**config.mk**
```make
export PLATFORM = sky130hd
export DESIGN_NAME = tps_emit
export DESIGN_NICKNAME = d
export VERILOG_FILES = /design/src/hdl/tps_pkg.sv /design/src/hdl/tps_emit.sv
export SDC_FILE = /design/constraint.sdc
export NUM_CORES = 1
export LEC_CHECK = 0
export BUFFER_PORTS_ARGS = -buffer_cell sky130_fd_sc_hd__buf_4
export CORE_AREA = 3 3 308 310
export CTS_CLUSTER_SIZE = 10
export DETAILED_ROUTE_END_ITERATION = 7
export DIE_AREA = 0 0 311 313
export GPL_TIMING_DRIVEN = 0
export PLACE_DENSITY = 0.58
export SYNTH_ARGS = -nofsm -noshare
export SYNTH_HDL_FRONTEND = slang
export SYNTH_SLANG_ARGS = --single-unit
```
**constraint.sdc**
```tcl
create_clock -name i_clk -period 14.44 [get_ports i_clk]
set_input_delay 2.166 -clock i_clk [delete_from_list [all_inputs] [get_ports i_clk]]
set_output_delay 2.166 -clock i_clk [all_outputs]
set_load 0.01 [all_outputs]
```
**src/hdl/tps_pkg.sv**
```systemverilog
// tps_pkg: shared types, widths and codes for the triangle plane splitter
// used by every module under hdl; depends on nothing
package tps_pkg;

    // field and datapath widths
    localparam int VW     = 32;   // vertex coordinate, signed fixed point
    localparam int NRMW   = 18;   // plane normal component
    localparam int VPW    = 33;   // vertex minus plane point / edge vector
    localparam int PDW    = 51;   // normal times offset
    localparam int DW     = 53;   // signed distance
    localparam int CPW    = 66;   // edge cross partial product
    localparam int CRW    = 67;   // edge cross component
    localparam int CRSPL  = 34;   // low part of a cross component for the normal product
    localparam int CSW    = 86;   // normal times cross component
    localparam int SUMW   = 88;   // sum of the three normal-cross terms
    localparam int SPLW   = 27;   // low part of a distance for the cut products
    localparam int NUMW   = 88;   // signed cut numerator
    localparam int NMW    = 87;   // cut numerator magnitude
    localparam int DENW   = 54;   // cut denominator magnitude
    localparam int QW     = 32;   // cut quotient magnitude
    localparam int LANES  = 6;    // two cut points, three coordinates each
    localparam int DIV_BPS = 2;   // quotient bits per divider stage

    // configuration port
    localparam int CFGW     = 32;
    localparam int CFG_IDXW = 3;
    localparam logic [CFG_IDXW-1:0] CFG_NX = 3'd0;
    localparam logic [CFG_IDXW-1:0] CFG_NY = 3'd1;
    localparam logic [CFG_IDXW-1:0] CFG_NZ = 3'd2;
    localparam logic [CFG_IDXW-1:0] CFG_PX = 3'd3;
    localparam logic [CFG_IDXW-1:0] CFG_PY = 3'd4;
    localparam logic [CFG_IDXW-1:0] CFG_PZ = 3'd5;

    // piece kinds
    localparam logic [1:0] KIND_UP  = 2'd0;
    localparam logic [1:0] KIND_DN  = 2'd1;
    localparam logic [1:0] KIND_SEG = 2'd2;

    typedef struct packed {
        logic signed [VW-1:0] a_x;
        logic signed [VW-1:0] a_y;
        logic signed [VW-1:0] a_z;
        logic signed [VW-1:0] b_x;
        logic signed [VW-1:0] b_y;
        logic signed [VW-1:0] b_z;
        logic signed [VW-1:0] c_x;
        logic signed [VW-1:0] c_y;
        logic signed [VW-1:0] c_z;
    } t_tri;

    typedef struct packed {
        logic [1:0]           piece_kind;
        logic signed [VW-1:0] p0_x;
        logic signed [VW-1:0] p0_y;
        logic signed [VW-1:0] p0_z;
        logic signed [VW-1:0] p1_x;
        logic signed [VW-1:0] p1_y;
        logic signed [VW-1:0] p1_z;
        logic signed [VW-1:0] p2_x;
        logic signed [VW-1:0] p2_y;
        logic signed [VW-1:0] p2_z;
        logic                 last_piece;
    } t_piece;

    typedef struct packed {
        logic signed [NRMW-1:0] normal_x;
        logic signed [NRMW-1:0] normal_y;
        logic signed [NRMW-1:0] normal_z;
        logic signed [VW-1:0]   plane_x;
        logic signed [VW-1:0]   plane_y;
        logic signed [VW-1:0]   plane_z;
    } t_plane;

    localparam t_plane CFG_RESET = '{
        normal_x: 18'sd0,
        normal_y: 18'sd0,
        normal_z: 18'sd65536,
        plane_x:  32'sd0,
        plane_y:  32'sd0,
        plane_z:  32'sd0
    };

    // per-triangle control and points that ride along with the cut divides
    typedef struct packed {
        logic                        split;
        logic [1:0]                  wkind;
        logic                        up;
        logic [LANES-1:0]            qneg;
        logic [1:0]                  dz;
        logic [2:0][2:0][VW-1:0]     pts;
    } t_side;

endpackage

```
**src/hdl/tps_emit.sv**
```systemverilog
// tps_emit: holds one finished triangle and sends its pieces one per cycle
// registered result port; depends on tps_pkg
module tps_emit import tps_pkg::*; (
    input  logic          i_clk,
    input  logic          i_rst_n,
    input  logic          i_vld,
    input  t_side         i_side,
    input  logic [QW-1:0] i_quo [LANES],
    output logic          o_adv,
    output logic          o_valid,
    output t_piece        o_piece
);

    localparam logic [1:0] PC_UPPER = 2'd0;
    localparam logic [1:0] PC_LOW_A = 2'd1;
    localparam logic [1:0] PC_LOW_B = 2'd2;
    localparam logic [1:0] PC_SEG   = 2'd3;

    logic                 r_hv;
    logic [1:0]           r_pc;
    logic                 r_split;
    logic                 r_up;
    logic [1:0]           r_wkind;
    logic signed [VW-1:0] r_pt [3][3];
    logic signed [VW-1:0] r_c1 [3];
    logic signed [VW-1:0] r_c2 [3];
    logic                 r_out_vld;
    t_piece               r_piece;
    logic                 w_last;

    // the hold register frees up on the last piece of its triangle
    assign w_last = !r_split || (r_pc == PC_SEG);
    assign o_adv  = !r_hv || w_last;

    // signed cut points; a zero denominator keeps the apex
    logic signed [VW-1:0] w_cut [2][3];
    always_comb begin
        for (int j = 0; j < 2; j++) begin
            for (int k = 0; k < 3; k++) begin
                if (i_side.dz[j]) begin
                    w_cut[j][k] = i_side.pts[0][k];
                end else if (i_side.qneg[j*3+k]) begin
                    w_cut[j][k] = -i_quo[j*3+k];
                end else begin
                    w_cut[j][k] = i_quo[j*3+k];
                end
            end
        end
    end

    always_ff @(posedge i_clk) begin
        if (!i_rst_n) begin
            r_hv <= 1'b0;
            r_pc <= PC_UPPER;
        end else begin
            if (o_adv) begin
                r_hv <= i_vld;
            end
            if (r_hv) begin
                r_pc <= w_last ? PC_UPPER : r_pc + 2'd1;
            end
        end
    end

    always_ff @(posedge i_clk) begin
        if (o_adv) begin
            r_split <= i_side.split;
            r_up    <= i_side.up;
            r_wkind <= i_side.wkind;
            for (int k = 0; k < 3; k++) begin
                for (int i = 0; i < 3; i++) begin
                    r_pt[i][k] <= i_side.pts[i][k];
                end
                r_c1[k] <= w_cut[0][k];
                r_c2[k] <= w_cut[1][k];
            end
        end
    end

    // piece selection
    logic signed [VW-1:0] w_q0 [3];
    logic signed [VW-1:0] w_q1 [3];
    logic signed [VW-1:0] w_q2 [3];
    logic [1:0]           w_kind;
    logic                 w_lastp;
    always_comb begin
        w_kind  = KIND_SEG;
        w_lastp = 1'b1;
        for (int k = 0; k < 3; k++) begin
            w_q0[k] = r_pt[0][k];
            w_q1[k] = r_pt[1][k];
            w_q2[k] = r_pt[2][k];
        end
        if (!r_split) begin
            w_kind = r_wkind;
        end else begin
            case (r_pc)
                PC_UPPER: begin
                    w_kind  = r_up ? KIND_UP : KIND_DN;
                    w_lastp = 1'b0;
                    for (int k = 0; k < 3; k++) begin
                        w_q1[k] = r_c1[k];
                        w_q2[k] = r_c2[k];
                    end
                end
                PC_LOW_A: begin
                    w_kind  = r_up ? KIND_DN : KIND_UP;
                    w_lastp = 1'b0;
                    for (int k = 0; k < 3; k++) begin
                        w_q0[k] = r_c2[k];
                        w_q1[k] = r_c1[k];
                    end
                end
                PC_LOW_B: begin
                    w_kind  = r_up ? KIND_DN : KIND_UP;
                    w_lastp = 1'b0;
                    for (int k = 0; k < 3; k++) begin
                        w_q0[k] = r_c1[k];
                    end
                end
                default: begin
                    w_kind  = KIND_SEG;
                    w_lastp = 1'b1;
                    for (int k = 0; k < 3; k++) begin
                        w_q0[k] = r_up ? r_c1[k] : r_c2[k];
                        w_q1[k] = r_up ? r_c2[k] : r_c1[k];
                        w_q2[k] = '0;
                    end
                end
            endcase
        end
    end

    // result register, one transfer per cycle
    always_ff @(posedge i_clk) begin
        if (!i_rst_n) begin
            r_out_vld <= 1'b0;
        end else begin
            r_out_vld <= r_hv;
        end
    end

    always_ff @(posedge i_clk) begin
        r_piece.piece_kind <= w_kind;
        r_piece.p0_x       <= w_q0[0];
        r_piece.p0_y       <= w_q0[1];
        r_piece.p0_z       <= w_q0[2];
        r_piece.p1_x       <= w_q1[0];
        r_piece.p1_y       <= w_q1[1];
        r_piece.p1_z       <= w_q1[2];
        r_piece.p2_x       <= w_q2[0];
        r_piece.p2_y       <= w_q2[1];
        r_piece.p2_z       <= w_q2[2];
        r_piece.last_piece <= w_lastp;
    end

    assign o_valid = r_out_vld;
    assign o_piece = r_piece;

endmodule
```
==> qor_table.md <==
| Result | Value |
| --- | --- |
| Final cell count without fillers | 5041 |
| Maximum ir drop on the vdd rail | 84.8 uV |
| Layout overhead on the synthesized area | 29.5% |
| Critical Path End Type | register |
| Final setup fails | 0 |
| Async set or reset register ratio after synthesis | 0% |
| Run status | complete, but fails checks |
| Setup Fix Bufs, Post-CTS | 0 |
| Detail Route met3 WL | 13600 microns |
| Final RePlAce weighted congestion | 0.959 |
| Final wirelength | 150000 microns |
| R2r startpoint | r_pc[0] |
| Failing checks | DRC, capacitance limit, slew limit |
| Residual antenna-violating net count after detailed routing | 0 |
| Data arrival, critical path | 5.59 ns |
| EDFF count, synth | 484 |
| Height of the die | 313 microns |
| Worst hold-check slack | 0.449 ns |
| Min Clock Period, post-route | 5.24 ns |
| Post-synthesis instance total | 2815 |
| Main flop type after synthesis | sky130_fd_sc_hd__edfxtp_1 |
| Least-Margin Pin Slew | 1.52 ns |
| Grt ovf | 0 |
| Vias in the first global route | 28636 |
| Max-cap violation count | 1 |
| Total via count after detailed routing | 29040 |
| Worst-path fanout max | 10 |
| Worst slew margin relative to its limit | -1.20% |
| Number of antenna violations at the first check in global routing | 32 |
| Total Negative Setup Slacks | 0 ns |
| Per-instance average area after synthesis | 12.6 sq um |
| Cts-stage hold buffer count | 0 |
| Horizontal die dimension | 311 microns |
| Most common cell after layout, fill and taps aside | sky130_fd_sc_hd__buf_4 |
| Critical path required time | 14.80 ns |
| Die area | 97300 sq um |
| Syn_nets | 3320 |
| Power density normalized to cell area | 130 nW/um^2 |
| Max Buffers Root-to-Sink | 3 |
| Final HPWL DP | 114000 microns |
| Routed wire per std cell | 29.8 microns |
| Leakage power figure | 0.0180 uW |
| Maximum number of pins on one net before global-route repair | 66 |
| Hold path cells | 1 |
| Clk Latency, worst-skew pair | 0.67 ns |
| DR top layer | met5 |
| Top-level I/O count | 788 |
| Yosys synthesis warning count | 0 |
| Port bufs | 781 |
| Num CTS Buffers | 92 |
| Worst Path Class, Setup | in2reg |
| Worst R2R Setup Slack | 10.23 ns |
| CTS H-tree lvls | 3 |
| Most frequent cells in the layout | sky130_fd_sc_hd__buf_4, sky130_fd_sc_hd__edfxtp_1, sky130_fd_sc_hd__mux2i_1, sky130_fd_sc_hd__dfxtp_1, sky130_fd_sc_hd__clkbuf_1 |
| Sort of element at the start of the critical path | input pin |
| Finished layout cell area | 46100 sq um |
| Worst hold endpoint | o_piece[5] |
| TritonRoute pass-1 iters | 8 |
| Placed Cells incl. Taps | 4848 |
| First-pass GRT wire length | 211000 microns |
| Std-Cell Core Area | 91900 sq um |
| Capture point of the worst reg-to-reg path | o_piece[174] |
| Number of fillers in the final layout | 8408 |
| Vias per cell | 5.76 |
| Achievable clock frequency | 191 MHz |
| Final hold violations | 0 |
| Detailed-route wire length on metal 1 | 58700 microns |
| Sequential cell area fraction in the yosys report | 57.4% |
| Origin of the worst min-delay path | r_pt[0][196] |
| Final worst path period share | 36.3% |
| Path category of the worst min-delay check | reg2reg |
| Unrepaired setup endpoints after global routing | no |
| DRC viols | 4 |
| Unique masters post-synth | 52 |
| Cells on worst reg2reg path | 10 |
| Initial core utilization | 38.7% |
| Count of cells resized by post-cts repair | 0 |
| DP Area | 43300 sq um |
| Clock Pin Slew Worst Setup and Hold Paths | 0.06 ns |
| Root buf cell | sky130_fd_sc_hd__clkbuf_16 |
| Met2 wire length | 72500 microns |
| CTS tree | done |
| Ratio of cells with drive above 1 in the final layout | 30.6% |
| Num rows | 111 |
| Fin. max-slew vios | 11 |
| Layout Nets | 4204 |
| Combined global-route utilization of all metal layers | 29.7% |
| DRC violation total after the first TritonRoute iteration | 3184 |
| Clock Skews | 0.0254 ns |
| Netlist Area Pre-Place | 35600 sq um |
| TritonCTS Sinks | 779 |
| Number of synthesized register bits | 779 |
==> sequential cells by signal, indices dropped and copies added, names as in the netlist <==
name and cells:
r_wkind 2, o_valid 1, r_pt 288, r_pc 2, r_up 1, r_hv 1, o_piece 291, r_c1 96
r_c2 96, r_split 1
==> stage by stage <==
| step | worst slack (ns) | util (%) | power (uW) |
|---|---|---|---|
| finish | 9.20 | 50.1 | 5970 |
| global route | 9.11 | 50.1 | 6190 |
| CTS | 9.11 | 50.1 | 6010 |
| detailed placement | 8.40 | 47.1 | 3830 |
| global placement | -6.02 | 46.8 | 3860 |
| floorplan | 1.32 | - | 3290 |
==> synthesized netlist by cell type (50+ instances only) <==
master,n,area share [%]
sky130_fd_sc_hd__o21ai_0,185,2.6
sky130_fd_sc_hd__edfxtp_1,484,41
sky130_fd_sc_hd__a222oi_1,95,2.7
sky130_fd_sc_hd__a21oi_1,99,1.4
sky130_fd_sc_hd__xor2_1,122,3.0
sky130_fd_sc_hd__clkbuf_1,186,2.0
sky130_fd_sc_hd__a22o_1,100,2.5
sky130_fd_sc_hd__o41ai_1,50,1.2
sky130_fd_sc_hd__o31ai_1,58,1.2
sky130_fd_sc_hd__xnor2_1,52,1.3
sky130_fd_sc_hd__nand2_1,196,2.1
sky130_fd_sc_hd__a221oi_1,99,2.4
sky130_fd_sc_hd__mux2i_1,296,8.3
sky130_fd_sc_hd__dfxtp_1,295,17
sky130_fd_sc_hd__mux2_2,233,7.4
==> worst max path at each step <==
stage / from / end / depth (start not counted)
after floorplan: r_pc[0] / o_adv / 4
after global placement: r_split / o_adv / 4
after detailed placement: i_side[289] / r_c2[0][0] / 5
after CTS: i_side[289] / r_c2[0][0] / 5
after global routing: i_side[289] / r_c2[0][0] / 5
final: i_side[289] / r_c2[0][0] / 5
==> worst max-delay path: stages <==
cell and delay [ns]:
sky130_fd_sc_hd__clkbuf_1 0.79, sky130_fd_sc_hd__clkbuf_1 0.57, sky130_fd_sc_hd__buf_1 0.99, sky130_fd_sc_hd__clkbuf_1 0.86, sky130_fd_sc_hd__o21ai_0 0.20
==> cells by family (layout without fill, tap and decap cells) <==
group                    Yosys count  after routing  share of synthesized area [%]
other                              0             23                              0
adder cells (fa/ha/maj)           10             10                          0.351
AO/OA/AOI/OAI                    701            701                           14.4
flip-flops                       779            779                           57.4
XOR/XNOR                         174            174                           4.28
multiplexers                     529            529                           15.7
AND/OR/NAND/NOR                  382            382                           5.28
buffers and inverters            240           1200                           2.55
==> report_power, final <==
group | switching, uW | internal (uW)
registers | 159 | 2630
clock network | 919 | 1260
logic | 519 | 486
total | 1600 | 4380
==> per-layer routing <==
layer / GRT usage, % / vias to the layer above
met2: 50.1 / 1449
met5: 0 / -
met1: 36.5 / 14446
met3: 8.72 / 263
li1: - / 12868
met4: 9.70 / 14
==> cell type report <==
cell class / count / area, sq um / area share (%)
Antenna cell: 23 / 57.6 / 0.125
Buffer: 216 / 825 / 1.79
Clock buffer: 162 / 2680 / 5.81
Clock inverter: 8 / 70.1 / 0.152
Inverter: 24 / 90.1 / 0.195
Multi-Input combinational cell: 1796 / 14300 / 31.0
Sequential cell: 779 / 20400 / 44.3
Tap cell: 1243 / 1560 / 3.37
Timing Repair Buffer: 790 / 6100 / 13.2
No activity file was read; power rests on OpenSTA's default activity.
